## config.mk

```make
export PLATFORM = sky130hd
export DESIGN_NAME = wall_follow_steering_decider_top
export DESIGN_NICKNAME = d
export VERILOG_FILES = /design/src/wfsd_pkg.sv /design/src/wall_follow_steering_decider_top.sv /design/src/wfsd_front.sv /design/src/wfsd_queue.sv /design/src/wfsd_back.sv
export SDC_FILE = /design/constraint.sdc
export NUM_CORES = 1
export LEC_CHECK = 0
export ABC_AREA = 1
export BUFFER_PORTS_ARGS = -buffer_cell sky130_fd_sc_hd__buf_2
export CAP_MARGIN = 10
export CORE_ASPECT_RATIO = 1.5
export CORE_MARGIN = 2
export CORE_UTILIZATION = 55
export DETAILED_ROUTE_END_ITERATION = 7
export PLACE_DENSITY = 0.73
export SLEW_MARGIN = 0
export SYNTH_ARGS = -nofsm -noshare
export SYNTH_HDL_FRONTEND = slang
export SYNTH_HIERARCHICAL = 1
export SYNTH_SLANG_ARGS = --single-unit
```

## constraint.sdc

```tcl
create_clock -name i_clk -period 6.9 [get_ports i_clk]
set_clock_uncertainty 0.05 [all_clocks]
set_input_delay 0.345 -clock i_clk [delete_from_list [all_inputs] [get_ports i_clk]]
set_output_delay 0.345 -clock i_clk [all_outputs]
set_load 0.01 [all_outputs]
```

## src/wfsd_pkg.sv

```systemverilog
// wfsd_pkg: shared types and constants for the wall follow steering decider
// used by every module of the block, depends on nothing
`default_nettype none

package wfsd_pkg;

    localparam int unsigned DIST_W  = 8;
    localparam int unsigned SIDE_W  = 11;
    localparam int unsigned CFG_IDX_W = 3;

    localparam logic signed [SIDE_W-1:0] SIDE_CLOSE   = -11'sd1;
    localparam logic signed [SIDE_W-1:0] SIDE_UNKNOWN = 11'sd777;
    localparam logic signed [SIDE_W-1:0] SIDE_FAR     = 11'sd999;

    typedef enum logic [1:0] {
        ST_OK      = 2'd0,
        ST_CLOSE   = 2'd1,
        ST_FAR     = 2'd2,
        ST_UNKNOWN = 2'd3
    } t_status;

    typedef enum logic [1:0] {
        CMD_FWD   = 2'd0,
        CMD_LEFT  = 2'd1,
        CMD_RIGHT = 2'd2
    } t_cmd;

    typedef enum logic [CFG_IDX_W-1:0] {
        REG_FRONT_CLEAR_LIMIT = 3'd0,
        REG_WALL_TARGET       = 3'd1,
        REG_WALL_FLOOR        = 3'd2,
        REG_TURN_MARGIN       = 3'd3,
        REG_SKEW_MARGIN       = 3'd4,
        REG_SPIN_LIMIT        = 3'd5
    } t_reg_idx;

    typedef struct packed {
        logic [DIST_W-1:0] front_clear_limit;
        logic [DIST_W-1:0] wall_target;
        logic [DIST_W-1:0] wall_floor;
        logic [DIST_W-1:0] turn_margin;
        logic [DIST_W-1:0] skew_margin;
        logic [DIST_W-1:0] spin_limit;
    } t_cfg;

    typedef struct packed {
        t_status           back_status;
        logic [DIST_W-1:0] back_dist;
        t_status           front_status;
        logic [DIST_W-1:0] front_dist;
        logic signed [SIDE_W-1:0] fused;
    } t_side;

    typedef struct packed {
        t_side right;
        t_side left;
        logic  blocked;
    } t_item;

endpackage

`default_nettype wire

```

## src/wall_follow_steering_decider_top.sv

```systemverilog
// wall_follow_steering_decider_top: configuration registers, front, queue and back
// depends on wfsd_pkg, wfsd_front, wfsd_queue, wfsd_back
//
// Usage: the input channel (i_in_valid / o_in_stall) takes one frame of five
// range readings with status codes; the output channel (o_out_valid /
// i_out_stall) returns one transaction per frame: drive command, followed side
// and fused range of that side. A frame is accepted when valid is high and
// stall is low. The configuration channel (i_cfg_valid / o_cfg_ready) writes
// register i_cfg_index with i_cfg_data; it is always ready, indexes above five
// are dropped. Write it only while no frame is in flight.
// An accepted frame is written into the queue, then into the result register.
// Throughput: one frame per cycle, set by the decision stage, while not stalled.
// A two-entry queue sits between the front and the decision stage, so the
// input keeps flowing while a result waits; o_in_stall follows the queue's
// full flag, and the queue fills only while i_out_stall holds the result.
// Reset (synchronous, active low) loads the register defaults, selects the
// right wall, clears the spin counter and empties the queue and output.
`default_nettype none

module wall_follow_steering_decider_top
    import wfsd_pkg::*;
(
    input  wire logic                 i_clk,
    input  wire logic                 i_rst_n,
    input  wire logic                 i_in_valid,
    output logic                      o_in_stall,
    input  wire logic [1:0]           i_right_back_status,
    input  wire logic [DIST_W-1:0]    i_right_back_dist,
    input  wire logic [1:0]           i_right_front_status,
    input  wire logic [DIST_W-1:0]    i_right_front_dist,
    input  wire logic [1:0]           i_left_back_status,
    input  wire logic [DIST_W-1:0]    i_left_back_dist,
    input  wire logic [1:0]           i_left_front_status,
    input  wire logic [DIST_W-1:0]    i_left_front_dist,
    input  wire logic [1:0]           i_ahead_status,
    input  wire logic [DIST_W-1:0]    i_ahead_dist,
    output logic                      o_out_valid,
    input  wire logic                 i_out_stall,
    output logic [1:0]                o_drive_command,
    output logic                      o_follow_right,
    output logic signed [SIDE_W-1:0]  o_side_range,
    input  wire logic                 i_cfg_valid,
    output logic                      o_cfg_ready,
    input  wire logic [CFG_IDX_W-1:0] i_cfg_index,
    input  wire logic [DIST_W-1:0]    i_cfg_data
);

    t_cfg  r_cfg;
    t_item front_item;
    t_item q_item;
    logic  q_full;
    logic  q_valid;
    logic  q_pop;
    logic  push;

    assign o_cfg_ready = 1'b1;
    assign o_in_stall  = q_full;
    assign push        = i_in_valid && !q_full;

    always_ff @(posedge i_clk) begin
        if (!i_rst_n) begin
            r_cfg.front_clear_limit <= 8'd150;
            r_cfg.wall_target       <= 8'd100;
            r_cfg.wall_floor        <= 8'd50;
            r_cfg.turn_margin       <= 8'd10;
            r_cfg.skew_margin       <= 8'd5;
            r_cfg.spin_limit        <= 8'd10;
        end else if (i_cfg_valid && o_cfg_ready) begin
            case (i_cfg_index)
                REG_FRONT_CLEAR_LIMIT: r_cfg.front_clear_limit <= i_cfg_data;
                REG_WALL_TARGET:       r_cfg.wall_target       <= i_cfg_data;
                REG_WALL_FLOOR:        r_cfg.wall_floor        <= i_cfg_data;
                REG_TURN_MARGIN:       r_cfg.turn_margin       <= i_cfg_data;
                REG_SKEW_MARGIN:       r_cfg.skew_margin       <= i_cfg_data;
                REG_SPIN_LIMIT:        r_cfg.spin_limit        <= i_cfg_data;
                default: ;
            endcase
        end
    end

    wfsd_front u_front (
        .i_right_back_status  (i_right_back_status),
        .i_right_back_dist    (i_right_back_dist),
        .i_right_front_status (i_right_front_status),
        .i_right_front_dist   (i_right_front_dist),
        .i_left_back_status   (i_left_back_status),
        .i_left_back_dist     (i_left_back_dist),
        .i_left_front_status  (i_left_front_status),
        .i_left_front_dist    (i_left_front_dist),
        .i_ahead_status       (i_ahead_status),
        .i_ahead_dist         (i_ahead_dist),
        .i_front_clear_limit  (r_cfg.front_clear_limit),
        .o_item               (front_item)
    );

    wfsd_queue u_queue (
        .i_clk   (i_clk),
        .i_rst_n (i_rst_n),
        .i_push  (push),
        .i_item  (front_item),
        .o_full  (q_full),
        .i_pop   (q_pop),
        .o_valid (q_valid),
        .o_item  (q_item)
    );

    wfsd_back u_back (
        .i_clk           (i_clk),
        .i_rst_n         (i_rst_n),
        .i_cfg           (r_cfg),
        .i_q_valid       (q_valid),
        .i_q_item        (q_item),
        .o_pop           (q_pop),
        .o_out_valid     (o_out_valid),
        .i_out_stall     (i_out_stall),
        .o_drive_command (o_drive_command),
        .o_follow_right  (o_follow_right),
        .o_side_range    (o_side_range)
    );

endmodule

`default_nettype wire

```

## src/wfsd_front.sv

```systemverilog
// wfsd_front: fuses each side's sensor pair and classifies the path ahead
// depends on wfsd_pkg
`default_nettype none

module wfsd_front
    import wfsd_pkg::*;
(
    input  wire logic [1:0]        i_right_back_status,
    input  wire logic [DIST_W-1:0] i_right_back_dist,
    input  wire logic [1:0]        i_right_front_status,
    input  wire logic [DIST_W-1:0] i_right_front_dist,
    input  wire logic [1:0]        i_left_back_status,
    input  wire logic [DIST_W-1:0] i_left_back_dist,
    input  wire logic [1:0]        i_left_front_status,
    input  wire logic [DIST_W-1:0] i_left_front_dist,
    input  wire logic [1:0]        i_ahead_status,
    input  wire logic [DIST_W-1:0] i_ahead_dist,
    input  wire logic [DIST_W-1:0] i_front_clear_limit,
    output t_item                  o_item
);

    function automatic logic signed [SIDE_W-1:0] fuse_side(
        input t_status           sb,
        input logic [DIST_W-1:0] db,
        input t_status           sf,
        input logic [DIST_W-1:0] df
    );
        logic [DIST_W:0] sum;
        logic signed [SIDE_W-1:0] v;
        sum = {1'b0, db} + {1'b0, df};
        if (sb == ST_OK && sf == ST_OK) begin
            v = $signed({{(SIDE_W-DIST_W){1'b0}}, sum[DIST_W:1]});
        end else if (sb == ST_OK) begin
            v = (sf == ST_CLOSE) ? SIDE_CLOSE
                                 : $signed({{(SIDE_W-DIST_W){1'b0}}, db});
        end else if (sf == ST_OK) begin
            v = (sb == ST_CLOSE) ? SIDE_CLOSE
                                 : $signed({{(SIDE_W-DIST_W){1'b0}}, df});
        end else if (sb == ST_CLOSE || sf == ST_CLOSE) begin
            v = SIDE_CLOSE;
        end else if (sb == ST_FAR || sf == ST_FAR) begin
            v = SIDE_FAR;
        end else begin
            v = SIDE_UNKNOWN;
        end
        return v;
    endfunction

    always_comb begin
        o_item.right.back_status  = t_status'(i_right_back_status);
        o_item.right.back_dist    = i_right_back_dist;
        o_item.right.front_status = t_status'(i_right_front_status);
        o_item.right.front_dist   = i_right_front_dist;
        o_item.right.fused        = fuse_side(t_status'(i_right_back_status),
                                              i_right_back_dist,
                                              t_status'(i_right_front_status),
                                              i_right_front_dist);
        o_item.left.back_status   = t_status'(i_left_back_status);
        o_item.left.back_dist     = i_left_back_dist;
        o_item.left.front_status  = t_status'(i_left_front_status);
        o_item.left.front_dist    = i_left_front_dist;
        o_item.left.fused         = fuse_side(t_status'(i_left_back_status),
                                              i_left_back_dist,
                                              t_status'(i_left_front_status),
                                              i_left_front_dist);
        o_item.blocked = (i_ahead_status == ST_CLOSE) ||
                         (i_ahead_status == ST_OK && i_ahead_dist < i_front_clear_limit);
    end

endmodule

`default_nettype wire

```

## src/wfsd_queue.sv

```systemverilog
// wfsd_queue: two-entry queue between the classifying front and the deciding back
// depends on wfsd_pkg
`default_nettype none

module wfsd_queue
    import wfsd_pkg::*;
(
    input  wire logic i_clk,
    input  wire logic i_rst_n,
    input  wire logic i_push,
    input  t_item     i_item,
    output logic      o_full,
    input  wire logic i_pop,
    output logic      o_valid,
    output t_item     o_item
);

    t_item      r_mem [2];
    logic       r_wr_ptr;
    logic       r_rd_ptr;
    logic [1:0] r_count;
    logic [1:0] n_count;

    assign o_full  = (r_count == 2'd2);
    assign o_valid = (r_count != 2'd0);
    assign o_item  = r_mem[r_rd_ptr];

    always_comb begin
        n_count = r_count;
        if (i_push && !i_pop) begin
            n_count = r_count + 2'd1;
        end else if (!i_push && i_pop) begin
            n_count = r_count - 2'd1;
        end
    end

    always_ff @(posedge i_clk) begin
        if (!i_rst_n) begin
            r_wr_ptr <= 1'b0;
            r_rd_ptr <= 1'b0;
            r_count  <= 2'd0;
        end else begin
            r_count <= n_count;
            if (i_push) begin
                r_wr_ptr <= ~r_wr_ptr;
            end
            if (i_pop) begin
                r_rd_ptr <= ~r_rd_ptr;
            end
        end
    end

    always_ff @(posedge i_clk) begin
        if (i_push) begin
            r_mem[r_wr_ptr] <= i_item;
        end
    end

endmodule

`default_nettype wire

```

## src/wfsd_back.sv

```systemverilog
// wfsd_back: side choice, steering decision tree, spin counter and result register
// depends on wfsd_pkg
`default_nettype none

module wfsd_back
    import wfsd_pkg::*;
(
    input  wire logic i_clk,
    input  wire logic i_rst_n,
    input  t_cfg      i_cfg,
    input  wire logic i_q_valid,
    input  t_item     i_q_item,
    output logic      o_pop,
    output logic      o_out_valid,
    input  wire logic i_out_stall,
    output logic [1:0]              o_drive_command,
    output logic                    o_follow_right,
    output logic signed [SIDE_W-1:0] o_side_range
);

    logic r_right_chosen;
    logic n_right_chosen;
    logic [7:0] r_spin_count;
    logic [7:0] n_spin_count;
    logic r_out_valid;
    t_cmd r_cmd;
    t_cmd n_cmd;
    logic signed [SIDE_W-1:0] r_side;

    t_side sel;
    t_cmd toward;
    t_cmd away;
    logic spin;
    logic clr;
    logic spin_ok;
    logic signed [DIST_W+1:0] d_bf;
    logic signed [DIST_W+1:0] d_fb;
    logic signed [DIST_W+1:0] lim;
    logic signed [DIST_W+1:0] mdiff;
    logic signed [SIDE_W-1:0] pref;
    logic signed [SIDE_W-1:0] minr;

    assign o_pop = i_q_valid && (!r_out_valid || !i_out_stall);

    always_comb begin
        n_right_chosen = r_right_chosen;
        if (i_q_item.right.fused < i_q_item.left.fused) begin
            n_right_chosen = 1'b1;
        end else if (i_q_item.left.fused < i_q_item.right.fused) begin
            n_right_chosen = 1'b0;
        end
        sel    = n_right_chosen ? i_q_item.right : i_q_item.left;
        toward = n_right_chosen ? CMD_RIGHT : CMD_LEFT;
        away   = n_right_chosen ? CMD_LEFT : CMD_RIGHT;
        d_bf   = $signed({2'b00, sel.back_dist}) - $signed({2'b00, sel.front_dist});
        d_fb   = $signed({2'b00, sel.front_dist}) - $signed({2'b00, sel.back_dist});
        lim    = $signed({2'b00, i_cfg.turn_margin});
        mdiff  = $signed({2'b00, i_cfg.skew_margin});
        pref   = $signed({{(SIDE_W-DIST_W){1'b0}}, i_cfg.wall_target});
        minr   = $signed({{(SIDE_W-DIST_W){1'b0}}, i_cfg.wall_floor});
        spin_ok = (r_spin_count <= i_cfg.spin_limit);
    end

    // decision tree
    always_comb begin
        n_cmd = CMD_FWD;
        spin  = 1'b0;
        clr   = 1'b0;
        if (i_q_item.blocked) begin
            clr   = 1'b1;
            n_cmd = (sel.fused < SIDE_UNKNOWN) ? away : toward;
        end else if (sel.back_status == ST_OK && sel.front_status == ST_OK) begin
            if (sel.fused > pref) begin
                if (d_bf < lim) begin
                    n_cmd = toward;
                    spin  = 1'b1;
                end
            end else if (sel.fused <= minr) begin
                if (d_fb < lim) begin
                    n_cmd = away;
                    spin  = 1'b1;
                end
            end else if (d_fb > mdiff) begin
                n_cmd = toward;
            end else if (d_bf > mdiff) begin
                n_cmd = away;
            end
        end else if (sel.front_status == ST_OK) begin
            if (sel.back_status == ST_CLOSE) begin
                n_cmd = toward;
            end else if (sel.back_status == ST_FAR) begin
                n_cmd = away;
            end
        end else if (sel.back_status == ST_OK) begin
            if (sel.front_status == ST_CLOSE) begin
                n_cmd = away;
            end else if (sel.front_status == ST_FAR) begin
                n_cmd = toward;
            end
        end else if (sel.back_status == ST_CLOSE && sel.front_status == ST_CLOSE) begin
            if (spin_ok) begin
                n_cmd = away;
                spin  = 1'b1;
            end
        end else if (sel.back_status == ST_FAR && sel.front_status == ST_FAR) begin
            if (spin_ok) begin
                n_cmd = toward;
                spin  = 1'b1;
            end
        end else if (sel.back_status == ST_CLOSE) begin
            n_cmd = toward;
        end else if (sel.front_status == ST_CLOSE) begin
            n_cmd = away;
        end else if (sel.back_status == ST_FAR) begin
            if (spin_ok) begin
                n_cmd = toward;
                spin  = 1'b1;
            end
        end
    end

    always_comb begin
        n_spin_count = r_spin_count;
        if (clr) begin
            n_spin_count = 8'd0;
        end else if (spin && r_spin_count != 8'hFF) begin
            n_spin_count = r_spin_count + 8'd1;
        end
        if (sel.fused <= pref && sel.fused != SIDE_CLOSE) begin
            n_spin_count = 8'd0;
        end
    end

    always_ff @(posedge i_clk) begin
        if (!i_rst_n) begin
            r_right_chosen <= 1'b1;
            r_spin_count   <= 8'd0;
            r_out_valid    <= 1'b0;
        end else begin
            if (o_pop) begin
                r_right_chosen <= n_right_chosen;
                r_spin_count   <= n_spin_count;
                r_out_valid    <= 1'b1;
            end else if (!i_out_stall) begin
                r_out_valid <= 1'b0;
            end
        end
    end

    // result payload
    always_ff @(posedge i_clk) begin
        if (o_pop) begin
            r_cmd  <= n_cmd;
            r_side <= sel.fused;
        end
    end

    assign o_out_valid     = r_out_valid;
    assign o_drive_command = r_cmd;
    assign o_follow_right  = r_right_chosen;
    assign o_side_range    = r_side;

endmodule

`default_nettype wire
```

# Word level (Yosys, flattened, before mapping)
# Memory sizes are Yosys's and may differ from the RTL's. A register that Yosys moved wholly into a read port is not among the register bits.
# Cells that the tools add are included.
totals:
  ff_bits: 75
  latchBits: 0
  ramBits: 126
  mem_bits_ro: 0
  out_inout_bits: 17
  elab_cells: 166
  n_memories: 1
mem_list:
  columns: ["memory", "words", "word_bits", "read_ports", "rd_ports_with_merged_regs", "wr", "line_no", "source"]
  rows:
  - ["u_queue.r_mem", 2, 63, 1, 1, 1, "wfsd_queue.sv:18", "t_item r_mem [2];"]
op_classes:
  n_addsub: 7
  mul: 0
  div_mod_pow: 0
  order_cmp: 12
  n_eq_ne: 22
  shifts: 0
  mux: 67
  bitwise_logic: 2
  reduce_logical: 41
ops:
  columns: ["operator", "count"]
  rows:
  - ["$mux W11", 12]
  - ["$mux W2", 26]
  - ["$mux W8", 5]
  - ["$mux W31", 1]
  - ["$mux W1", 23]
  - ["$le A11 B9 Y1", 2]
  - ["$lt A11 B11 Y1", 2]
  - ["$gt A10 B9 Y1", 2]
  - ["$lt A10 B9 Y1", 2]
  - ["$add A8 B8 Y9", 2]
  - ["$sub A8 B8 Y9", 2]
  - ["$eq A2 B1 Y1 const B", 7]
  - ["$eq A2 B2 Y1 const B", 7]
  - ["$logic_not A2 Y1", 7]
  - ["$reduce_and A2 Y1", 7]
  - ["$logic_and A1 B1 Y1", 12]
  - ["$gt A11 B9 Y1", 1]
  - ["$lt A11 B11 Y1 const B", 1]
  - ["$ne A11 B1 Y1 const B", 1]
  - ["$add A8 B1 Y8 const B", 1]
  - ["$le A8 B8 Y1", 1]
  - ["$lt A8 B8 Y1", 1]
  - ["$ne A8 B8 Y1 const B", 1]
  - ["$eq A3 B2 Y1 const B", 2]
  - ["other kinds (11)", 23]

# Depth between registers and ports, before layout
logic_depth:
  ltp_word: 18
  depth_mapped: 44
  mapped_depth_nobuf: 40

# Hierarchy
# Netlist, hierarchy kept.
modules_own_cells:
  columns: ["mod", "n_inst", "cells_each", "area_per_inst_um2", "seq_area_each_um2"]
  rows:
  - ["wfsd_queue", 1, 231, 5077.4, 3883.7]
  - ["wfsd_back", 1, 649, 4265.3, 590.6]
  - ["wall_follow_steering_decider_top", 1, 274, 1991.9, 960.9]
  - ["wfsd_front", 1, 341, 1881.8, 0.0]

# Worst setup path before layout
# OpenSTA, ideal clock, no wires.
synth_timing:
  path_kind: "reg-to-reg"
  start: "reg (tool-made name)"
  end: "reg u_back.r_cmd[0] (netlist: u_back/o_drive_command[0]) (data pin)"
  arrival_ns: 5.382
  required_ns: 6.601
  slack_ns: 1.219
  path_stages_with_launch: 36
  path_buffers: 5
  path_cell_list: "dfxtp_1 > buf_6 > buf_12 > mux2_4 > inv_1 > ha_1 > a21o_1 > nor2_1 > nand4_2 > nand3_4 > buf_4 > clkbuf_1 > clkbuf_1 > nand2_1 > o21ai_0 > inv_1 > ha_1 > fa_1 > o21ai_0 > xor2_1 > ha_1 > a21oi_1 > o21ai_0 > o21ai_0 > nand2_1 > a21o_1 > nand3_1 > o21ai_0 > nand3_1 > nand2_1 > nand2_1 > o21ai_0 > nand2_1 > nand2_1 > nand2_1 > inv_1"
synth_lines:
  columns: ["element", "line_no", "source"]
  rows:
  - ["end signal: assignment", "wfsd_back.sv:153", "r_cmd <= n_cmd;"]
  - ["end: declaration", "wfsd_back.sv:26", "t_cmd r_cmd;"]

==> metrics <==
status=complete, no violations; I/O pin count=83; total CTS buffers=21; worst slew pin tran=1.03 ns; setup bufs post-CTS=0; Max-Cap Viols=0; Iteration-0 DRC Markers=442; global-route wire length before repair=47.9 mm; RSZ-0062 raised after global routing=false; FMAX=164 MHz; Reg area=5440 um^2; setup TNS=0 ns; Hold Crit Class=in -> reg; # fillers=2065; Worst-Skew Late Latency=approximately 0.51 ns; Clock Tree Buf Depth=3; multi-input logic area=6420 um^2; Final Hold Fails=0; Pins Over Slew Limit=0; hpwl dp=22.9 mm; mean routed wirelength per cell=16.0 um; top cells by area, synth=edfxtp_1 32%, ha_1 9.8%, dfxtp_1 9.5%; clock-pin slew on the worst setup and hold paths=0.06 ns; DIE HEIGHT=194 um; Initial Util=55.9%; die width=131 um; r2r setup slk=0.81 ns; aggregate routed wire length=29.8 mm; CTS tree=yes; post-synthesis register bit count=about 200; ANT nets after route=0; htree depth=1; critical path's slowest cell=dfxtp_4; fin crit share=about nine tenths; worst endpoint required time=7.12 ns; gpl congestion=0.903; Ant. Diodes=0; # rows=69; Final nets=1705; r2r worst-path depth=30; WS Path Type=reg -> reg; antenna violations before repair=0; setup violators final=0; Seq/Total Area, Yosys=between 40% and 50%; Area Overhead vs Synth=7.40%; DRC violations left=0; Hold Crit Depth=3; crit path DAT=6.31 ns; Async SR Flop Fraction=0%; Synth area leader=edfxtp_1; Critical Path Source Type=flop; Post-synth EDFFs=139; library cells used by synthesis=53; grt ovf=0; relative slew slack=between 30% and 40%; Critical Path Fanout Max=35; Post-Syn Area=roughly 13000 um^2; largest net degree at the start of global routing=between 60 and 70; total track usage=23.9%; PortBufs=81; cell count after synthesis=about 1500; Avg Cell Area, Syn=8.84 um^2; CTS root buffer=clkbuf_16; Clock Sinks=roughly 200; Setup crit end kind=flop; Synth top area share=a little under a third; post-DR vias/cell=around 5.3; Tmin final=a little over 6 ns; Mapped Nets=1668; yosys warns=6; Worst path max stage delay=0.78 ns; Vias=9903; core area=~24000 um^2; most frequently used flop master after synthesis=edfxtp_1; vias in the first global route=9825; DIE AREA=between 20000 and 30000 um^2; share of layout cells above drive strength 1=17.5%; First-pass DRT Iterations=4
==> cell type report <==
cell class	count	share of cell area (%)
clock buffer	27	4.23
clock inverter	11	0.846
inverter	205	5.42
multi-input combinational	1016	45.2
sequential	202	38.3
tap	319	2.81
timing repair buffer	86	3.14
==> worst paths after layout <==
check	startpoint	to
worst max register to register	flop	u_back/o_drive_command[0]
worst min-delay path	i_cfg_data[6]	r_cfg[38]
worst max-delay path	flop	u_back/o_drive_command[0]
worst min register to register	r_cfg[17]	r_cfg[17]
==> synthesized netlist by cell type, types with 8 or more instances <==
| cell type | number |
|---|---|
| a21oi_1 | 65 |
| buf_4 | 45 |
| clkbuf_1 | 8 |
| dfxtp_1 | 63 |
| edfxtp_1 | 139 |
| ha_1 | 103 |
| inv_1 | 191 |
| inv_2 | 13 |
| mux2_4 | 60 |
| nand2_1 | 313 |
| nand2_2 | 27 |
| nand3_1 | 114 |
| nand3b_1 | 8 |
| nand4_1 | 15 |
| nor2_1 | 129 |
| nor2_4 | 14 |
| o21ai_0 | 71 |
| o21ai_2 | 9 |
| or2_2 | 8 |
| xor2_1 | 13 |
==> what timing repair did <==
action,4_1_cts,5_1_grt
resized for setup,0,0
hold buffers,1,0
hold endpoints to repair,2,0
==> critical path, delay by kind of cell (launching register included) <==
family	cells	cell delay [ns]
adder cells (fa/ha/maj)	3	1.08
AO/OA/AOI/OAI	9	1.51
flip-flops	1	0.78
buffers and inverters	3	0.33
AND/OR/NAND/NOR	13	1.50
XOR/XNOR	1	0.23
multiplexers	1	0.35
==> through the flow <==
stage,utilization (%),instance area (um^2),hold WS (ns),setup slack (ns),cells
2_1_floorplan,-,13200,0.379,1.22,1495
3_5_place_dp,56.9,13500,0.404,0.814,1827
6_report,60.0,14200,0.0142,0.812,1866
4_1_cts,60.0,14200,0.00460,0.813,1866
5_1_grt,60.0,14200,0.0148,0.185,1866
3_3_place_gp,56.9,13500,0.394,0.983,1827
==> layout by cell type, fill, tap and decap left out, types with 4 or more instances in the layout <==
| cell | instances |
|---|---|
| a21o_1 | 7 |
| a21oi_1 | 65 |
| buf_2 | 81 |
| buf_4 | 4 |
| clkbuf_16 | 23 |
| dfxtp_1 | 62 |
| edfxtp_1 | 139 |
| fa_1 | 4 |
| ha_1 | 103 |
| inv_1 | 190 |
| inv_2 | 14 |
| mux2_4 | 60 |
| nand2_1 | 313 |
| nand2_2 | 27 |
| nand2_4 | 5 |
| nand3_1 | 114 |
| nand3b_1 | 8 |
| nand4_1 | 15 |
| nor2_1 | 128 |
| nor2_4 | 15 |
| nor3_1 | 7 |
| o21a_1 | 4 |
| o21ai_0 | 71 |
| o21ai_1 | 5 |
| o21ai_2 | 9 |
| or2_2 | 8 |
| xnor2_1 | 4 |
| xor2_1 | 13 |
==> per-layer routing <==
metal | wire [um] | vias up | GRT usage (%)
li1 | - | 4985 | -
met4 | 1260 | 0 | 9.89
met1 | 11100 | 4577 | 25.7
met5 | 0 | - | 0
met3 | 1170 | 75 | 2.29
met2 | 16200 | 266 | 46.2
==> logic make-up after synthesis <==
group | count (synthesis) | synth area share, %
and+or+nand+nor | 651 | 22.4
buffers and inverters | 277 | 10.3
DFF | 202 | 41.1
AOI/OAI and AO/OA | 177 | 7.54
adders and majority gates | 107 | 10.4
muxes | 63 | 7.07
xor gates and xnor gates | 17 | 1.13
other | 1 | 0.0284
==> registers in the layout, summed over array words and instances, names as in the netlist, 2 cells and up, named ones only <==
register,count
u_queue/r_mem,126
u_back/o_drive_command,2
u_back/r_spin_count,8
u_queue/r_count,2
u_back/o_side_range,11
r_cfg,48
Power is left out: the tool's default activity adds up to more than one toggle a clock period on the data nets, which glitch-free logic cannot reach.
